[src/hw/rtl/kpl_pkg.sv]
// Shared types, constants and decode functions for the keypad passcode lock.
package kpl_pkg;

   localparam int KEY_W       = 8;
   localparam int DIGIT_W     = 6;
   localparam int CHAR_W      = 7;
   localparam int CODE_LENGTH = 3;
   localparam int IDX_W       = (CODE_LENGTH > 1) ? $clog2(CODE_LENGTH) : 1;
   localparam int MAX_RESULTS = 3;
   localparam int SLOT_W      = $clog2(MAX_RESULTS);
   localparam int CSR_IDX_W   = 2;

   localparam logic [IDX_W-1:0]  LAST_IDX  = IDX_W'(CODE_LENGTH - 1);

   localparam logic [CHAR_W-1:0] BELL_CHAR = 7'h07;
   localparam logic [CHAR_W-1:0] ERR_CHAR  = 7'h45;
   localparam logic [CHAR_W-1:0] HASH_CHAR = 7'h23;

   typedef enum logic [CSR_IDX_W-1:0] {
      CSR_CODE_FIRST  = 2'd0,
      CSR_CODE_SECOND = 2'd1,
      CSR_CODE_THIRD  = 2'd2
   } csr_index_type;

   typedef struct packed {
      logic [DIGIT_W-1:0] first;
      logic [DIGIT_W-1:0] second;
      logic [DIGIT_W-1:0] third;
   } code_type;

   typedef struct packed {
      logic [DIGIT_W-1:0] value;
      logic [CHAR_W-1:0]  ch;
   } key_type;

   typedef struct packed {
      logic [CHAR_W-1:0] out_char;
      logic              locked;
      logic              last_result;
   } rsp_word_type;

   typedef rsp_word_type [MAX_RESULTS-1:0] burst_type;

   function automatic key_type decode_key(logic [KEY_W-1:0] code);
      key_type k;
      case (code)
         8'h84:   k = '{value: 6'h00, ch: 7'h30};
         8'h18:   k = '{value: 6'h01, ch: 7'h31};
         8'h14:   k = '{value: 6'h02, ch: 7'h32};
         8'h12:   k = '{value: 6'h03, ch: 7'h33};
         8'h28:   k = '{value: 6'h04, ch: 7'h34};
         8'h24:   k = '{value: 6'h05, ch: 7'h35};
         8'h22:   k = '{value: 6'h06, ch: 7'h36};
         8'h48:   k = '{value: 6'h07, ch: 7'h37};
         8'h44:   k = '{value: 6'h08, ch: 7'h38};
         8'h42:   k = '{value: 6'h09, ch: 7'h39};
         8'h11:   k = '{value: 6'h0A, ch: 7'h41};
         8'h21:   k = '{value: 6'h0B, ch: 7'h42};
         8'h41:   k = '{value: 6'h0C, ch: 7'h43};
         8'h81:   k = '{value: 6'h0D, ch: 7'h44};
         8'h88:   k = '{value: 6'h2A, ch: 7'h2A};
         8'h82:   k = '{value: 6'h23, ch: 7'h23};
         default: k = '{value: 6'h0F, ch: 7'h46};
      endcase
      return k;
   endfunction

   // positions past the third expect key value 0
   function automatic logic [DIGIT_W-1:0] expected_digit(code_type code, int unsigned pos);
      logic [DIGIT_W-1:0] d;
      case (pos)
         0:       d = code.first;
         1:       d = code.second;
         2:       d = code.third;
         default: d = '0;
      endcase
      return d;
   endfunction

endpackage

[src/hw/rtl/kpl_ifs.sv]
// Valid/ready channel interfaces for key presses and display words.
interface kpl_req_if;
   logic                        valid;
   logic                        ready;
   logic [kpl_pkg::KEY_W-1:0]   key_code;

   modport source (output valid, output key_code, input ready);
   modport sink   (input valid, input key_code, output ready);
endinterface

interface kpl_rsp_if;
   logic                        valid;
   logic                        ready;
   logic [kpl_pkg::CHAR_W-1:0]  out_char;
   logic                        locked;
   logic                        last_result;

   modport source (output valid, output out_char, output locked, output last_result,
                   input ready);
   modport sink   (input valid, input out_char, input locked, input last_result,
                   output ready);
endinterface

[src/hw/rtl/kpl_press.sv]
// Press decode, lock state and entered digits; builds the result words of one press.
module kpl_press (
   input  logic                        clock,
   input  logic                        reset,
   input  logic                        accept,
   input  logic [kpl_pkg::KEY_W-1:0]   key_code,
   input  kpl_pkg::code_type           code,
   output kpl_pkg::burst_type          words
);

   logic                                 lock_mode_ff, lock_mode_in;
   logic [kpl_pkg::IDX_W-1:0]            count_ff, count_in;
   logic [kpl_pkg::DIGIT_W-1:0]          digits_ff [kpl_pkg::CODE_LENGTH];
   kpl_pkg::key_type                     key;
   logic                                 is_last;
   logic                                 match;

   assign key     = kpl_pkg::decode_key(key_code);
   assign is_last = (count_ff == kpl_pkg::LAST_IDX);

   // last digit of the round is compared straight from the incoming press
   always_comb begin
      match = 1'b1;
      for (int i = 0; i < kpl_pkg::CODE_LENGTH; i++) begin
         if (i == kpl_pkg::CODE_LENGTH - 1) begin
            if (key.value != kpl_pkg::expected_digit(code, i)) match = 1'b0;
         end else begin
            if (digits_ff[i] != kpl_pkg::expected_digit(code, i)) match = 1'b0;
         end
      end
   end

   always_comb begin
      words        = '0;
      lock_mode_in = lock_mode_ff;
      count_in     = count_ff;
      if (!lock_mode_ff) begin
         if (key.ch == kpl_pkg::HASH_CHAR) begin
            words[0]     = '{out_char: key.ch, locked: 1'b0, last_result: 1'b0};
            words[1]     = '{out_char: kpl_pkg::HASH_CHAR, locked: 1'b1, last_result: 1'b1};
            lock_mode_in = 1'b1;
            count_in     = '0;
         end else begin
            words[0] = '{out_char: key.ch, locked: 1'b0, last_result: 1'b1};
         end
      end else if (!is_last) begin
         words[0] = '{out_char: key.ch, locked: 1'b1, last_result: 1'b1};
         count_in = count_ff + kpl_pkg::IDX_W'(1);
      end else begin
         words[0] = '{out_char: key.ch, locked: 1'b1, last_result: 1'b0};
         count_in = '0;
         if (match) begin
            words[1]     = '{out_char: kpl_pkg::BELL_CHAR, locked: 1'b0, last_result: 1'b1};
            lock_mode_in = 1'b0;
         end else begin
            words[1] = '{out_char: kpl_pkg::ERR_CHAR, locked: 1'b1, last_result: 1'b0};
            words[2] = '{out_char: kpl_pkg::HASH_CHAR, locked: 1'b1, last_result: 1'b1};
         end
      end
   end

   always_ff @(posedge clock) begin
      if (reset) begin
         lock_mode_ff <= 1'b1;
         count_ff     <= '0;
      end else if (accept) begin
         lock_mode_ff <= lock_mode_in;
         count_ff     <= count_in;
      end
   end

   always_ff @(posedge clock) begin
      if (accept && lock_mode_ff) begin
         digits_ff[count_ff] <= key.value;
      end
   end

endmodule

[src/hw/rtl/kpl_burst.sv]
// Result buffer: holds the words of one press and hands them out one per cycle while rsp.ready is high.
module kpl_burst (
   input  logic                 clock,
   input  logic                 reset,
   input  logic                 load,
   input  kpl_pkg::burst_type   words,
   output logic                 can_load,
   kpl_rsp_if.source            rsp
);

   logic                          valid_ff, valid_in;
   logic [kpl_pkg::SLOT_W-1:0]    slot_ff, slot_in;
   kpl_pkg::burst_type            words_ff;
   kpl_pkg::rsp_word_type         cur;
   logic                          fire;

   assign cur             = words_ff[slot_ff];
   assign rsp.valid       = valid_ff;
   assign rsp.out_char    = cur.out_char;
   assign rsp.locked      = cur.locked;
   assign rsp.last_result = cur.last_result;

   assign fire     = valid_ff && rsp.ready;
   // free once the final word of the held press goes out
   assign can_load = !valid_ff || (fire && cur.last_result);

   always_comb begin
      valid_in = valid_ff;
      slot_in  = slot_ff;
      if (load) begin
         valid_in = 1'b1;
         slot_in  = '0;
      end else if (fire) begin
         if (cur.last_result) valid_in = 1'b0;
         else slot_in = slot_ff + kpl_pkg::SLOT_W'(1);
      end
   end

   always_ff @(posedge clock) begin
      if (reset) begin
         valid_ff <= 1'b0;
         slot_ff  <= '0;
      end else begin
         valid_ff <= valid_in;
         slot_ff  <= slot_in;
      end
   end

   always_ff @(posedge clock) begin
      if (load) words_ff <= words;
   end

endmodule

[src/hw/rtl/keypad_passcode_lock.sv]
// Keypad passcode lock top level: code registers, press logic and result buffer.
// Each accepted press word is a raw 4x4 keypad code (columns high nibble, rows low)
// and yields one to three result words: one for a plain press, two for the
// final press of a correct code (echo, bell) or for a relocking '#' press, and
// three for the final press of a wrong code (echo, 'E', '#'). The press is
// decoded and its state update done in the cycle it is accepted; its words then
// leave a result buffer one per cycle while the display side is ready, and the
// next press is taken in the same cycle as the last word of the previous one goes
// out. The three code digits are written through the csr port at indexes 0 to 2
// and reset to 1, 2, 3; writes to index 3 are dropped.
module keypad_passcode_lock (
   input  logic                             clock,
   input  logic                             reset,
   kpl_req_if.sink                          req_bus,
   kpl_rsp_if.source                        rsp_bus,
   input  logic                             csr_we,
   input  logic [kpl_pkg::CSR_IDX_W-1:0]    csr_index,
   input  logic [kpl_pkg::DIGIT_W-1:0]      csr_wdata
);

   kpl_pkg::code_type    code_ff, code_in;
   kpl_pkg::burst_type   words;
   logic                 can_load;
   logic                 accept;

   assign req_bus.ready = can_load;
   assign accept        = req_bus.valid && can_load;

   always_comb begin
      code_in = code_ff;
      if (csr_we) begin
         case (kpl_pkg::csr_index_type'(csr_index))
            kpl_pkg::CSR_CODE_FIRST:  code_in.first  = csr_wdata;
            kpl_pkg::CSR_CODE_SECOND: code_in.second = csr_wdata;
            kpl_pkg::CSR_CODE_THIRD:  code_in.third  = csr_wdata;
            default:                  code_in        = code_ff;
         endcase
      end
   end

   always_ff @(posedge clock) begin
      if (reset) begin
         code_ff <= '{first: 6'd1, second: 6'd2, third: 6'd3};
      end else begin
         code_ff <= code_in;
      end
   end

   kpl_press u_press (
      .clock    (clock),
      .reset    (reset),
      .accept   (accept),
      .key_code (req_bus.key_code),
      .code     (code_ff),
      .words    (words)
   );

   kpl_burst u_burst (
      .clock    (clock),
      .reset    (reset),
      .load     (accept),
      .words    (words),
      .can_load (can_load),
      .rsp      (rsp_bus)
   );

endmodule

[src/flat_wrapper.sv]
// flat-port wrapper written by rule: the top's interface ports become plain ports
module keypad_passcode_lock_flat 
  (clock, reset, csr_we, csr_index, csr_wdata, req_bus_valid, req_bus_key_code, req_bus_ready, rsp_bus_valid, rsp_bus_out_char, rsp_bus_locked, rsp_bus_last_result, rsp_bus_ready);
  kpl_req_if req_bus_i ();
  kpl_rsp_if rsp_bus_i ();
  input  logic clock;
  input  logic reset;
  input  logic csr_we;
  input  logic [kpl_pkg::CSR_IDX_W-1:0] csr_index;
  input  logic [kpl_pkg::DIGIT_W-1:0] csr_wdata;
  input wire logic [$bits(req_bus_i.valid)-1:0] req_bus_valid;
  input wire logic [$bits(req_bus_i.key_code)-1:0] req_bus_key_code;
  output wire logic [$bits(req_bus_i.ready)-1:0] req_bus_ready;
  output wire logic [$bits(rsp_bus_i.valid)-1:0] rsp_bus_valid;
  output wire logic [$bits(rsp_bus_i.out_char)-1:0] rsp_bus_out_char;
  output wire logic [$bits(rsp_bus_i.locked)-1:0] rsp_bus_locked;
  output wire logic [$bits(rsp_bus_i.last_result)-1:0] rsp_bus_last_result;
  input wire logic [$bits(rsp_bus_i.ready)-1:0] rsp_bus_ready;
  assign req_bus_i.valid = req_bus_valid;
  assign req_bus_i.key_code = req_bus_key_code;
  assign req_bus_ready = req_bus_i.ready;
  assign rsp_bus_valid = rsp_bus_i.valid;
  assign rsp_bus_out_char = rsp_bus_i.out_char;
  assign rsp_bus_locked = rsp_bus_i.locked;
  assign rsp_bus_last_result = rsp_bus_i.last_result;
  assign rsp_bus_i.ready = rsp_bus_ready;
  keypad_passcode_lock u_core (.clock(clock), .reset(reset), .req_bus(req_bus_i), .rsp_bus(rsp_bus_i), .csr_we(csr_we), .csr_index(csr_index), .csr_wdata(csr_wdata));
endmodule
[config.mk]
export PLATFORM = sky130hd
export DESIGN_NAME = keypad_passcode_lock_flat
export DESIGN_NICKNAME = d
export VERILOG_FILES = /design/src/hw/rtl/kpl_pkg.sv /design/src/hw/rtl/kpl_ifs.sv /design/src/hw/rtl/kpl_press.sv /design/src/hw/rtl/kpl_burst.sv /design/src/hw/rtl/keypad_passcode_lock.sv /design/src/flat_wrapper.sv
export SDC_FILE = /design/constraint.sdc
export NUM_CORES = 1
export LEC_CHECK = 0
export ABC_AREA = 1
export BUFFER_PORTS_ARGS = -buffer_cell sky130_fd_sc_hd__buf_2
export CAP_MARGIN = 20
export CORE_MARGIN = 3
export CORE_UTILIZATION = 60
export DETAILED_ROUTE_END_ITERATION = 16
export PLACE_DENSITY_LB_ADDON = 0.1
export SYNTH_ARGS = -nofsm -noshare
export SYNTH_HDL_FRONTEND = slang
export SYNTH_SLANG_ARGS = --single-unit
[constraint.sdc]
create_clock -name clock -period 3.7 [get_ports clock]
set_input_delay 0.555 -clock clock [delete_from_list [all_inputs] [get_ports clock]]
set_output_delay 0.555 -clock clock [all_outputs]
set_load 0.1 [all_outputs]
Yosys cells after proc, flatten, opt, wreduce, memory -nomap -nowiden

Memories as Yosys holds them, arrays and structs flattened.
Cells that the tools add are included.

Register bits after elaboration: 50
Bits in writable memories: 18
Output and inout bits: 11
Word-level logic and storage cells: 87
Memories kept: 1

$add $sub $neg: 2
Order comparisons: 1
Eq/ne operators: 23
Mux-type cells: 25
Bitwise gates (word level): 1
Reduce and logical (&&, ||, !) cells: 18

Memory list:

| name                     | words | width | read ports | clocked after memory_dff | write ports | RTL line        | source |
|---|---|---|---|---|---|---|---|
| u_core.u_press.digits_ff | 3     | 6     | 2          | 0                        | 1           | kpl_press.sv:13 | `logic [kpl_pkg::DIGIT_W-1:0] digits_ff [kpl_pkg::CODE_LENGTH];` |

Operator list:

| cell                                                                   | count |
|---|---|
| 13-bit case mux with 16 select lines                                   | 1 |
| 8-bit by 5-bit equality test with 1-bit output (second input constant) | 4 |
| 8-bit by 6-bit equality test with 1-bit output (second input constant) | 4 |
| 8-bit by 7-bit equality test with 1-bit output (second input constant) | 4 |
| 8-bit equality test (second input constant)                            | 4 |
| 9-bit two-way mux                                                      | 3 |
| 9-bit binary-select mux with 2-bit select                              | 1 |
| 18-bit two-way mux                                                     | 1 |
| 6-bit inequality test                                                  | 3 |
| 8-bit two-way mux                                                      | 2 |
| 1-bit two-way mux                                                      | 14 |
| 2-bit AND reduction                                                    | 7 |
| 7-bit by 6-bit equality test with 1-bit output (second input constant) | 1 |
| 2-bit two-way mux                                                      | 3 |
| 2-bit nonzero test                                                     | 3 |
| 2-bit by 1-bit adder with 2-bit output (second input constant)         | 2 |
| 2-bit equality test (second input constant)                            | 2 |
| 1-bit logical AND                                                      | 4 |
| 2-bit by 3-bit < comparator with 1-bit output (second input constant)  | 1 |
| 2-bit by 1-bit equality test with 1-bit output (second input constant) | 1 |
| 2-bit zero test                                                        | 1 |
| 2-bit OR reduction                                                     | 1 |
| 1-bit zero test                                                        | 1 |
| 1-bit logical OR                                                       | 1 |
| 1-bit inverter                                                         | 1 |

Longest topological paths before layout

Gate-level depths: netlist (run 1).

Depth after elaboration: 8
Mapped depth: 16
Gate-level depth less buffers: 16

Modules after synthesis

From an unflattened synthesis (run 1), not the netlist that was laid out.

Cell total of the unflattened synthesis: 403
Area, all modules: 3323.2 um^2

By module, submodules not included:

| module               | times used | cells an instance | area each (um^2) | seq. area each (um^2) |
|---|---|---|---|---|
| kpl_press            | 1          | 196               | 1318.8           | 360.3 |
| kpl_burst            | 1          | 93                | 1216.2           | 870.8 |
| keypad_passcode_lock | 1          | 114               | 788.3            | 360.3 |

Worst setup path before layout (run 1)

Ideal clock, no wire load.

Kind: register -> register
Start point: reg u_core.u_burst.slot_ff[0] (netlist name)
End point: reg u_core.u_press.lock_mode_ff
Library setup time: 0.115 ns
Data arrival time: 2.570 ns
Required time: 3.585 ns
Setup slack: 1.015 ns
Stages on the path, launching flop included: 12
Path buffers: 0
Path through: dfxtp_1 inv_1 nor2_2 nand2_1 nand3_2 nand2_1 nand2_2 nand2_2 inv_1 o21ai_0 a21oi_1 nand2_1

Longest elaborated chain between the ends: 5

RTL lines:

| element                                   | RTL line                   | source |
|---|---|---|
| start: declaration                        | kpl_burst.sv:12            | `logic [kpl_pkg::SLOT_W-1:0] slot_ff, slot_in;` |
| start signal: assignment                  | kpl_burst.sv:45            | `slot_ff <= slot_in;` |
| 9-bit binary-select mux with 2-bit select | kpl_burst.sv:17            | `assign cur = words_ff[slot_ff];` |
| 9-bit two-way mux (implied by the code)   | kpl_burst.sv:17            |  |
| via rsp_bus_last_result                   | flat_wrapper.sv:17         | `output wire logic [$bits(rsp_bus_i.last_result)-1:0] rsp_bus_last_result;` |
| 1-bit logical AND                         | kpl_burst.sv:25            | `assign can_load = !valid_ff \|\| (fire && cur.last_result);` |
| 1-bit logical OR                          | kpl_burst.sv:25            |  |
| via req_bus_ready                         | flat_wrapper.sv:13         | `output wire logic [$bits(req_bus_i.ready)-1:0] req_bus_ready;` |
| 1-bit logical AND                         | keypad_passcode_lock.sv:27 | `assign accept = req_bus.valid && can_load;` |
| via u_core.accept                         | keypad_passcode_lock.sv:24 | `logic accept;` |
| end signal: assignment                    | kpl_press.sv:67            | `lock_mode_ff <= lock_mode_in;` |
| end: declaration                          | kpl_press.sv:11            | `logic lock_mode_ff, lock_mode_in;` |

The timed path passes the listed nets, and every way through them passes these cells. The select of a mux whose other input is x is not followed.
A chain may end at the register's enable or synchronous reset.

Final worst setup path (run 1)

Start point: reg u_core.u_burst.slot_ff[0] (netlist name)
End point: out req_bus_ready

Longest elaborated chain between the ends: 4

RTL lines:

| element                                   | RTL line |
|---|---|
| 9-bit binary-select mux with 2-bit select | kpl_burst.sv:17 |
| 9-bit two-way mux (implied by the code)   | kpl_burst.sv:17 |
| 1-bit logical AND                         | kpl_burst.sv:25 |
| 1-bit logical OR                          | kpl_burst.sv:25 |
| end: declaration                          | flat_wrapper.sv:13 |

No other way between the ends. The select of a mux whose other input is x is not followed.

==> metrics.md, run 1 <==
| Metric | Value |
|---|---|
| Hold-critical path depth | `2` |
| Avg WL per Cell | `12.3 um` |
| Power share of the sequential group | `0.568` |
| End of the worst hold path | `u_core.u_press.count_ff[0]` |
| Clock-pin slew on the worst setup and hold paths | `approximately 0.090 ns` |
| Critical path endpoint category | `output pin` |
| Post-Syn Area | `roughly 0.0025 mm2` |
| Detailed placement HPWL | `a little under 4 mm` |
| Most common cell after layout, fill and taps aside | `nand2_1` |
| Final Skew | `between 0.009 and 0.01 ns` |
| Pre-CTS setup slack | `1.42 ns` |
| Via-per-instance ratio | `5.22` |
| Final WS setup | `between 1 and 1.5 ns` |
| Starting Density | `0.630` |
| Utilization after layout | `0.706` |
| Placed inst area | `0.00276 mm2` |
| Status | `finished clean` |
| Post-cts repair resize count | `0` |
| Bufs on Longest Clock Path | `2` |
| Most frequent cells in the layout | `nand2_1 (66), nor2_1 (41), inv_1 (32)` |
| Antenna violations before repair | `0` |
| Ys Warns | `0` |
| Max Fclk | `between 0.4 and 0.5 GHz` |
| Pin count of the biggest net entering global routing | `21` |
| Maximum vdd drop | `between 0.4 and 0.5 mV` |
| IO Port Bufs | `31` |
| Synth top area share | `0.296` |
| Layout cell share with drive strength beyond 1 | `0.239` |
| Final Hold Vio Count | `0` |
| RD Place Congestion | `approximately 0.86` |
| Post-route ant nets | `0` |
| Pwr Density | `378 mW/mm2` |
| Htree depth | `2` |
| Total GRT Usage | `0.216` |
| Logic pwr share | `0.149` |
| Setup TNS | `0 ns` |
| Area Growth Syn to Fin | `12.0%` |
| Max stage delay cell, worst path | `buf_2` |
| WS Path Type | `register to output pin` |
| Period utilization | `0.639` |
| Sw Ratio | `0.279` |
| Ranking of synthesized cells by area | `edfxtp_1 (30%), dfxtp_1 (19%), nand2_1 (9.8%), nor2_1 (6.1%), inv_1 (4.7%)` |
| R2r endpoint | `u_core.u_press.lock_mode_ff` |
| Num CTS Buffers | `5` |
| Synth Instances | `313` |
| Syn_area_per_cell | `between 8 and 9 um2` |
| Worst path depth | `7` |
| Post-Route WL | `about 4.9 mm` |
| Row count | `23` |
| Post-CTS Setup Inserts | `0` |
| Post-synthesis sequential area ratio | `0.485` |
| Finished Cell Area | `between 0.002 and 0.003 mm2` |
| Slew at the pin closest to its max-slew limit | `0.674 ns` |
| Top cell by count, worst path | `nand2_1` |
| Max-cap viol count | `0` |
| Core area | `0.00403 mm2` |
| First-pass GRT wire length | `about 8.7 mm` |
| Data arrival time of the critical path | `1.81 ns` |
| Hold_ws | `roughly 0.47 ns` |
| CP Cell Sequence | `inv_1 > nor2_2 > nand2_1 > nand3_2 > nand2_1 > nand2_2 > buf_2` |
| Residual DRC | `0` |
| Root Driver | `clkbuf_8` |
| Die area | `approximately 0.0050 mm2` |
| Critical-path maximum fanout | `6` |
| FF+latch count, synth | `between 40 and 50` |
| Slew Viols, Final | `0` |
| Hold Startpoint | `reset` |
| Final net count | `371` |
| Via count | `about 2,100` |
| Latest clock arrival within the worst-skew pair | `~0.30 ns` |
| Die H | `about 71 um` |
| Flop-to-flop setup slack | `~1.6 ns` |
| Die W | `71.0 um` |
| Synth unique cells | `27` |
| Reg2Reg Depth | `11` |
| LEAKAGE | `roughly 1.3 nW` |
| CTS sink cnt | `49` |
| ANT cells | `0` |
| Critical Path RT | `about 3.1 ns` |
| Fillers | `between 300 and 400` |
| Post-synth top area cell | `edfxtp_1` |
| Critical path launch point type | `register` |
| Drt pass-1 iters | `4` |
| Post-synth net total | `approximately 330` |
| Final setup viols | `0` |
| Critical path's top delay family | `simple AND/OR/NAND/NOR gates` |
| Relative slew slack | `0.547` |
| Max stage delay on crit path | `roughly 0.43 ns` |
| RSZ-0062 raised after global routing | `false` |
| Io pins | `32` |
| Worst Hold Class | `primary input to register` |
| RR Startpoint | `u_core.u_burst.slot_ff[0]` |
| Vias in the first global route | `approximately 2,000` |
| Net Switching | `0.300 mW` |
| CTS tree | `yes` |
| GR Overflow Total | `0` |
| Hold-fix buffer count after cts | `0` |
| Min cycle time layout | `roughly 2.4 ns` |
| Buffers & Inverters on Critical Path | `2` |
| Iteration-0 DRC count of the detailed router | `151` |
| P_int | `0.776 mW` |
| Clock power frac | `0.283` |
final cells by class:
cell class / count / area, um2 / share of cell area
well taps: 50 / 62.6 / 0.0220
flip-flops and latches: 49 / 1230 / 0.433
repair buffers: 32 / 163 / 0.0572
clock inverters: 2 / 15.0 / 0.00528
inverters: 40 / 150 / 0.0528
clock buffers: 6 / 72.6 / 0.0255
multi-input cells: 222 / 1150 / 0.404
Yosys cell counts (all sizes together):
library cell and instances:
a21oi 10, nor3 9, nor2 53, inv 40
nor4 2, xnor2 3, a2111o 1, xor2 7
nand4 1, dfxtp 24, clkbuf 2, nand2 86
nor3b 1, o211ai 3, nand3 26, o21ai 18
a22o 2, edfxtp 25
kinds of logic (layout without fill, tap and decap cells):
group / Yosys count / in the layout / synth area share
compound gates: 34 / 34 / 0.0754
xor+xnor: 10 / 10 / 0.0345
flops: 49 / 49 / 0.485
simple gates: 178 / 178 / 0.343
buf+inv: 42 / 80 / 0.0621
worst max path at each step:
stage,to,start
2_1_floorplan,u_core.u_press.lock_mode_ff,u_core.u_burst.slot_ff[0]
3_3_place_gp,u_core.u_burst.words_ff[10],req_bus_key_code[5]
3_5_place_dp,u_core.u_burst.words_ff[10],req_bus_key_code[6]
4_1_cts,req_bus_ready,u_core.u_burst.slot_ff[0]
5_1_grt,req_bus_ready,u_core.u_burst.slot_ff[0]
6_report,req_bus_ready,u_core.u_burst.slot_ff[0]
flip-flops by register name, summed over array words and instances (netlist names):
signal                       count
u_core.u_press.count_ff          2
u_core.u_press.lock_mode_ff      1
u_core.u_burst.rsp.valid         1
u_core.u_burst.slot_ff           2
u_core.u_press.digits_ff        10
u_core.u_burst.words_ff         15
u_core.code_ff                  18
routing by layer:
| layer | global-route usage | vias to the layer above | part of all wire |
|---|---|---|---|
| li1 | - | 1087 | - |
| met1 | 0.288 | 953 | 0.46 |
| met2 | 0.354 | 46 | 0.47 |
| met3 | 0.0426 | 8 | 0.049 |
| met4 | 0.0731 | 0 | 0.019 |
| met5 | 0 | - | 0 |
per-stage QoR:
stage / instances / power, mW
finish: 401 / 1.08
global route: 401 / 1.13
global placement: 393 / 0.781
detailed placement: 393 / 0.784
floorplan: 313 / 0.741
CTS: 401 / 1.08
worst reg2reg max path: cells and delay by family, from the launching register on:
kind | cells | cell delay [ns]
buffers and inverters | 2 | 0.60
AO/OA/AOI/OAI | 2 | 0.31
AND/OR/NAND/NOR | 7 | 0.77
flip-flops | 1 | 0.37
power by group through the flow:
stage | sequential, mW | clock [mW] | combinational, mW
floorplan | 0.625 | 0 | 0.116
global placement | 0.622 | 0 | 0.158
detailed placement | 0.623 | 0 | 0.161
CTS | 0.610 | 0.311 | 0.161
global route | 0.613 | 0.336 | 0.177
finish | 0.610 | 0.304 | 0.161
Note: power is estimated with default switching activity, not from simulation.
==> run 2: changes to the inputs <==
CORE_UTILIZATION = 52   (was 60)
clock period = 2 ns   (was 3.7 ns; I/O delays follow)
==> metrics.md, run 2 (same netlist as run 1, synthesis figures left out) <==
| Metric | Value |
|---|---|
| Iteration-0 DRC count of the detailed router | `101 (was 151)` |
| Via count | `2,081 (was 2,094)` |
| Data arrival time of the critical path | `1.54 ns (was 1.81 ns)` |
| Most frequent cells in the layout | `nand2_1 (63), nor2_1 (38), inv_1 (30), buf_2 (30), edfxtp_1 (25) (was nand2_1 (66), nor2_1 (41), inv_1 (32))` |
| Post-Layout Cell Count | `421 (was 401)` |
| Die area | `0.00576 mm2 (was 0.00505 mm2)` |
| Period utilization | `0.921` |
| Utilization after layout | `0.660 (was 0.706)` |
| CTS tree | `yes (unchanged)` |
| Row count | `24 (was 23)` |
| Most common cell after layout, fill and taps aside | `nand2_1 (unchanged)` |
| Area Growth Syn to Fin | `17.9% (was 12.0%)` |
| Post-CTS Setup Inserts | `0 (unchanged)` |
| Area of the multi-input gates | `0.00123 mm2 (was 0.00115 mm2)` |
| Layout cell share with drive strength beyond 1 | `0.284 (was 0.239)` |
| Die H | `75.9 um (was 71.0 um)` |
| CTS sink cnt | `49 (unchanged)` |
| Max-cap viol count | `0 (unchanged)` |
| Slew at the pin closest to its max-slew limit | `0.546 ns (was 0.674 ns)` |
| Critical path endpoint category | `output pin (unchanged)` |
| Starting Density | `0.560 (was 0.630)` |
| GR Overflow Total | `0 (unchanged)` |
| Root Driver | `clkbuf_8 (unchanged)` |
| Post-Route WL | `5.16 mm (was 4.94 mm)` |
| Htree depth | `2 (unchanged)` |
| Register area | `0.00124 mm2 (was 0.00123 mm2)` |
| RSZ-0062 raised after global routing | `false (unchanged)` |
| Antenna violations before repair | `0 (unchanged)` |
| Residual DRC | `0 (unchanged)` |
| Via-per-instance ratio | `4.94 (was 5.22)` |
| RD Place Congestion | `0.824 (was 0.863)` |
| Core area | `0.00453 mm2 (was 0.00403 mm2)` |
| Largest regs | `u_core.code_ff (18), u_core.u_burst.words_ff (15), u_core.u_press.digits_ff (10) (unchanged)` |
| ANT cells | `0 (unchanged)` |
| Dpl cells | `413 (was 393)` |
| Worst Hold Class | `primary input to register (unchanged)` |
| Hold-fix buffer count after cts | `0 (unchanged)` |
| Max Fclk | `roughly 0.54 GHz` |
| LEAKAGE | `1.37 nW (was 1.34 nW)` |
| Final Hold Vio Count | `0 (unchanged)` |
| Latest clock arrival within the worst-skew pair | `0.30 ns (about the same)` |
| Maximum vdd drop | `0.584 mV (was 0.402 mV)` |
| Critical path launch point type | `register (unchanged)` |
| WS Path Type | `register to output pin (unchanged)` |
| Avg WL per Cell | `12.3 um (about the same)` |
| Num CTS Buffers | `5 (unchanged)` |
| IO Port Bufs | `31 (unchanged)` |
| Detailed placement HPWL | `4.08 mm (was 3.95 mm)` |
| Top reg by flops | `u_core.code_ff (unchanged)` |
| Post-route ant nets | `0 (unchanged)` |
| Die W | `75.9 um (was 71.0 um)` |
| Bufs on Longest Clock Path | `2 (unchanged)` |
| Drt pass-1 iters | `4 (unchanged)` |
| First-pass GRT wire length | `8.69 mm (was 8.73 mm)` |
| Pin count of the biggest net entering global routing | `21 (unchanged)` |
| Max reg flops | `18 (unchanged)` |
| Relative slew slack | `0.635 (was 0.547)` |
| Vias in the first global route | `1,919 (was 1,978)` |
| Critical-path maximum fanout | `7 (was 6)` |
| Fillers | `390 (was 339)` |
| Total GRT Usage | `0.202 (was 0.216)` |
| Pwr Density | `673 mW/mm2 (was 378 mW/mm2)` |
| Slew Viols, Final | `0 (unchanged)` |
| Status | `finished clean (unchanged)` |
| Min cycle time layout | `1.84 ns` |
| Final Skew | `0.00715 ns (was 0.00980 ns)` |
| Critical Path RT | `1.70 ns (was 3.14 ns)` |
| Final net count | `376 (was 371)` |
| Post-cts repair resize count | `0 (unchanged)` |
| Clock-pin slew on the worst setup and hold paths | `0.09 ns (about the same)` |
| Final setup viols | `0 (unchanged)` |
| Io pins | `32 (unchanged)` |
run 2: changes by cell type in the layout (fill, tap and decap cells not counted), sizes merged:
| cell | before | now |
|---|---|---|
| buf | 32 | 36 |
| inv | 41 | 39 |
| clkinv | 1 | 3 |
| clkinvlp | 0 | 1 |
run 2: final timing paths:
kind,start,to,slack [ns],cells past startpoint
min,reset,u_core.code_ff[4],0.22,2
max,u_core.u_burst.slot_ff[1],req_bus_ready,0.16,6
max reg2reg,u_core.u_press.digits_ff[1][3],u_core.u_burst.words_ff[10],0.25,10
min reg2reg,u_core.code_ff[4],u_core.code_ff[4],0.48,2
run 2: stage by stage:
stage          total power [mW]  setup slack [ns]  TNS (ns)  cell area [um2]  hold WS [ns]
2_1_floorplan              1.38           -0.0366   -0.0909             2630         0.369
3_3_place_gp               1.46          -0.00611  -0.00611             2900         0.458
3_5_place_dp               1.47           -0.0341   -0.0355             2900         0.467
4_1_cts                    2.03            0.0263         0             2990         0.213
5_1_grt                    2.11            0.0344         0             2990         0.212
6_report                   2.02             0.157         0             2990         0.218
run 2: layer usage:
layer | vias to the layer above | global-route usage | wire, um
met4 | 0 | 0.0466 | 27
met1 | 937 | 0.274 | 2510
li1 | 1102 | - | -
met3 | 2 | 0.0435 | 203
met5 | - | 0 | 0
met2 | 40 | 0.330 | 2420
run 2: critical path: stages (launching register included):
cell	delay [ns]
dfxtp_4	0.40
nor2_4	0.18
nand2_2	0.09
nand3_4	0.11
nand2_4	0.07
nand2_8	0.07
clkbuf_4	0.33
run 2: layout make-up:
| type | count | share of cell area |
|---|---|---|
| clock inverter | 3 | 0.00585 |
| timing repair buffer | 37 | 0.0677 |
| clock buffer | 5 | 0.0230 |
| multi-input combinational | 222 | 0.410 |
| inverter | 40 | 0.0522 |
| sequential | 49 | 0.414 |
| tap | 65 | 0.0272 |
run 2: where the power goes:
part | internal, mW | switching (mW)
Clock | 0.242 | 0.326
Sequential | 1.10 | 0.0275
Combinational | 0.0909 | 0.226
==> run 3: changes to the inputs <==
ABC_AREA = default   (was 1)
BUFFER_PORTS_ARGS = default   (was -buffer_cell sky130_fd_sc_hd__buf_2)
CORE_UTILIZATION = 57   (was 52)
DONT_BUFFER_PORTS = 1   (was default)
==> metrics.md, run 3 <==
| Metric | Value |
|---|---|
| Status | `finished with violations (was finished clean)` |
| Failing checks | `negative setup slack` |
| Power share of the sequential group | `0.545 (was 0.561)` |
| Setup TNS | `-0.539 ns (was 0 ns)` |
| Largest regs | `u_core.code_ff (18), u_core.u_burst.words_ff (15), u_core.u_press.digits_ff (10) (unchanged)` |
| Pwr Density | `628 mW/mm2 (was 673 mW/mm2)` |
| Top reg by flops | `u_core.code_ff (unchanged)` |
| Pre-CTS setup slack | `-0.692 ns (was -0.0341 ns)` |
| Final Hold Vio Count | `0 (unchanged)` |
| Most frequent cells in the layout | `buf_4 (54), nor2_1 (37), edfxtp_1 (25) (was nand2_1 (63), nor2_1 (38), inv_1 (30), buf_2 (30), edfxtp_1 (25))` |
| Max-cap viol count | `0 (unchanged)` |
| Bufs on Longest Clock Path | `2 (unchanged)` |
| Detailed placement HPWL | `4.06 mm (was 4.08 mm)` |
| Synth Area in Compound Gates | `0.145 (was 0.0754)` |
| Logic pwr share | `0.155 (was 0.157)` |
| Die H | `73.6 um (was 75.9 um)` |
| Latest clock arrival within the worst-skew pair | `0.30 ns (about the same)` |
| Clock-pin slew on the worst setup and hold paths | `0.10 ns (was 0.09 ns)` |
| Min cycle time layout | `2.24 ns (was 1.84 ns)` |
| Final WS setup | `-0.237 ns (was 0.157 ns)` |
| Mux cell area share after synthesis | `0.0576 (was 0)` |
| Critical path launch point type | `primary input (was register)` |
| Adder-cell area share of the yosys netlist | `0 (unchanged)` |
| Post-route ant nets | `0 (unchanged)` |
| Area Growth Syn to Fin | `25.6% (was 17.9%)` |
| Final Skew | `0.0141 ns (was 0.00715 ns)` |
| Synth top area share | `0.288 (was 0.296)` |
| Io pins | `32 (unchanged)` |
| Synth unique cells | `56 (was 27)` |
| ANT cells | `0 (unchanged)` |
| Root Driver | `clkbuf_8 (unchanged)` |
| Worst Hold Class | `primary input to register (unchanged)` |
| Core area | `0.00420 mm2 (was 0.00453 mm2)` |
| Clock power frac | `0.300 (was 0.282)` |
| Ys Warns | `0 (unchanged)` |
| Htree depth | `2 (unchanged)` |
| FF+latch count, synth | `49 (unchanged)` |
| Register area | `0.00124 mm2 (about the same)` |
| Post-synth net total | `279 (was 334)` |
| Total GRT Usage | `0.215 (was 0.202)` |
| WS Path Type | `primary input to register (was register to output pin)` |
| Slew Viols, Final | `0 (unchanged)` |
| Area of the multi-input gates | `0.00139 mm2 (was 0.00123 mm2)` |
| Post-synthesis sequential area ratio | `0.473 (was 0.485)` |
| Finished Cell Area | `0.00327 mm2 (was 0.00299 mm2)` |
| Fillers | `289 (was 390)` |
| Pin count of the biggest net entering global routing | `25 (was 21)` |
| Post-Route WL | `5.57 mm (was 5.16 mm)` |
| Die W | `73.6 um (was 75.9 um)` |
| Data arrival time of the critical path | `2.29 ns (was 1.54 ns)` |
| Iteration-0 DRC count of the detailed router | `114 (was 101)` |
| CTS tree | `yes (unchanged)` |
| Post-Synth Simple-Gate Area | `0.219 (was 0.343)` |
| Row count | `23 (was 24)` |
| Hold-fix buffer count after cts | `0 (unchanged)` |
| RSZ-0062 raised after global routing | `true (was false)` |
| Most frequent cells after synthesis | `nor2_1 (39), edfxtp_1 (25), dfxtp_1 (24), mux2i_1 (15), o21ai_0 (14) (was nand2_1 (66), nor2_1 (41), inv_1 (32), edfxtp_1 (25), dfxtp_1 (24))` |
| Max Fclk | `0.447 GHz (was 0.543 GHz)` |
| P_int | `1.52 mW (was 1.44 mW)` |
| Most common cell after layout, fill and taps aside | `buf_4 (was nand2_1)` |
| Antenna violations before repair | `0 (unchanged)` |
| LEAKAGE | `1.25 nW (was 1.37 nW)` |
| Post-synth EDFFs | `25 (unchanged)` |
| Num CTS Buffers | `5 (unchanged)` |
| Residual DRC | `0 (unchanged)` |
| Synth Instances | `258 (was 313)` |
| Relative slew slack | `0.663 (was 0.635)` |
| Max reg flops | `18 (unchanged)` |
| Final setup viols | `4 (was 0)` |
| Drt pass-1 iters | `5 (was 4)` |
| Sw Ratio | `0.261 (was 0.288)` |
| Critical Path RT | `2.06 ns (was 1.70 ns)` |
| Async S/R FF share, synth | `0 (unchanged)` |
| Die area | `0.00542 mm2 (was 0.00576 mm2)` |
| Critical-path maximum fanout | `11 (was 7)` |
| M3 GR Usage | `0.0506 (was 0.0435)` |
| Post-Syn Area | `0.00260 mm2 (was 0.00254 mm2)` |
| Slew at the pin closest to its max-slew limit | `0.504 ns (was 0.546 ns)` |
| XOR/XNOR Fraction of Synth Area | `0.0668 (was 0.0345)` |
| GR Overflow Total | `0 (unchanged)` |
| Period utilization | `1.12 (was 0.921)` |
| Final net count | `329 (was 376)` |
| Critical path endpoint category | `register (was output pin)` |
| Post-synth top area cell | `edfxtp_1 (unchanged)` |
| Layout cell share with drive strength beyond 1 | `0.320 (was 0.284)` |
| Maximum vdd drop | `0.445 mV (was 0.584 mV)` |
| Vias in the first global route | `1,897 (was 1,919)` |
| Placed inst area | `0.00304 mm2 (was 0.00290 mm2)` |
| Syn_area_per_cell | `10.1 um2 (was 8.11 um2)` |
| Met1 Use GR | `0.293 (was 0.274)` |
| Avg WL per Cell | `15.5 um (was 12.3 um)` |
| Final Power | `2.06 mW (was 2.02 mW)` |
| Largest family of logic cells by synthesized area | `simple AND/OR/NAND/NOR gates (unchanged)` |
| Net Switching | `0.536 mW (was 0.580 mW)` |
| Global routing's busiest layer | `met2 (unchanged)` |
| Starting Density | `0.620 (was 0.560)` |
| RD Place Congestion | `0.832 (was 0.824)` |
| Via count | `2,109 (was 2,081)` |
| IO Port Bufs | `0 (was 31)` |
| Hold_ws | `0.0560 ns (was 0.218 ns)` |
| Via-per-instance ratio | `5.87 (was 4.94)` |
| Dominant synthesized flop cell | `edfxtp_1 (unchanged)` |
| First-pass GRT wire length | `8.89 mm (was 8.69 mm)` |
| Most frequent cell after synthesis | `nor2_1 (was nand2_1)` |
| Ranking of synthesized cells by area | `edfxtp_1 (29%), dfxtp_1 (18%), mux2i_1 (5.8%), nor2_1 (5.6%), xnor2_1 (3.4%) (was edfxtp_1 (30%), dfxtp_1 (19%), nand2_1 (9.8%), nor2_1 (6.1%), inv_1 (4.7%))` |
| Global routing usage on met2 | `0.338 (was 0.330)` |
| CTS sink cnt | `49 (unchanged)` |
==> run 3: cell count changes after synthesis, moves of 7 or more <==
cell and change:
nand2_1 -55, nand2_2 -19, inv_1 -22, xnor2_1 +7, nand3_1 -20, mux2i_1 +15
clkbuf_1 +7, inv_2 -8, nor2_2 -8
==> run 3: power by group through the flow <==
stage / registers [mW] / logic [mW] / clock network [mW]
6_report: 1.12 / 0.318 / 0.617
5_1_grt: 1.13 / 0.340 / 0.685
4_1_cts: 1.12 / 0.307 / 0.632
3_5_place_dp: 1.14 / 0.302 / 0
3_3_place_gp: 1.14 / 0.296 / 0
2_1_floorplan: 1.15 / 0.244 / 0
==> run 3: routing by layer <==
layer	routed length, um	up-vias
li1	-	1043
met1	2520	981
met2	2660	73
met3	305	12
met4	80	0
met5	0	-
==> run 3: what timing repair did <==
action | CTS | global route
pin swaps | 7 | 10
buffers inserted | 2 | 11
resized for setup | 5 | 2
endpoints found under the setup margin | 5 | 16
==> run 3: worst max-delay path, stage by stage <==
cell     delay (ns)
or4b_4         0.56
o311a_4        0.16
o22ai_4        0.23
o22ai_2        0.13
xor2_1         0.17
nor4_2         0.34
a31oi_1        0.16
or2_1          0.24
==> run 3: layout make-up <==
class	instances	share of cell area
Tap cell	50	0.0191
Clock buffer	6	0.0252
Timing Repair Buffer	56	0.136
Inverter	10	0.0126
Multi-Input combinational cell	186	0.424
Sequential cell	49	0.378
Clock inverter	2	0.00535
==> run 3: path summary, 6_finish.rpt <==
check / from / to / slack, ns / cells after the start
worst min register to register: u_core.code_ff[7] / u_core.code_ff[7] / 0.50 / 1
worst max-delay path: req_bus_key_code[5] / u_core.u_burst.words_ff[10] / -0.24 / 8
worst min-delay path: reset / u_core.code_ff[2] / 0.06 / 1
worst max register to register: u_core.u_press.digits_ff[1][0] / u_core.u_burst.words_ff[10] / 0.01 / 6
==> run 3: cell families after synthesis <==
group,after synthesis
multiplexers,15
flip-flops,49
XOR/XNOR,19
AO/OA/AOI/OAI,54
buffers and inverters,23
AND/OR/NAND/NOR,98
==> run 3: metrics by stage <==
stage / instances / utilization
after detailed placement: 339 / 0.724
after global placement: 339 / 0.724
after global routing: 359 / 0.779
after floorplan: 258 / -
final: 359 / 0.779
after CTS: 348 / 0.757
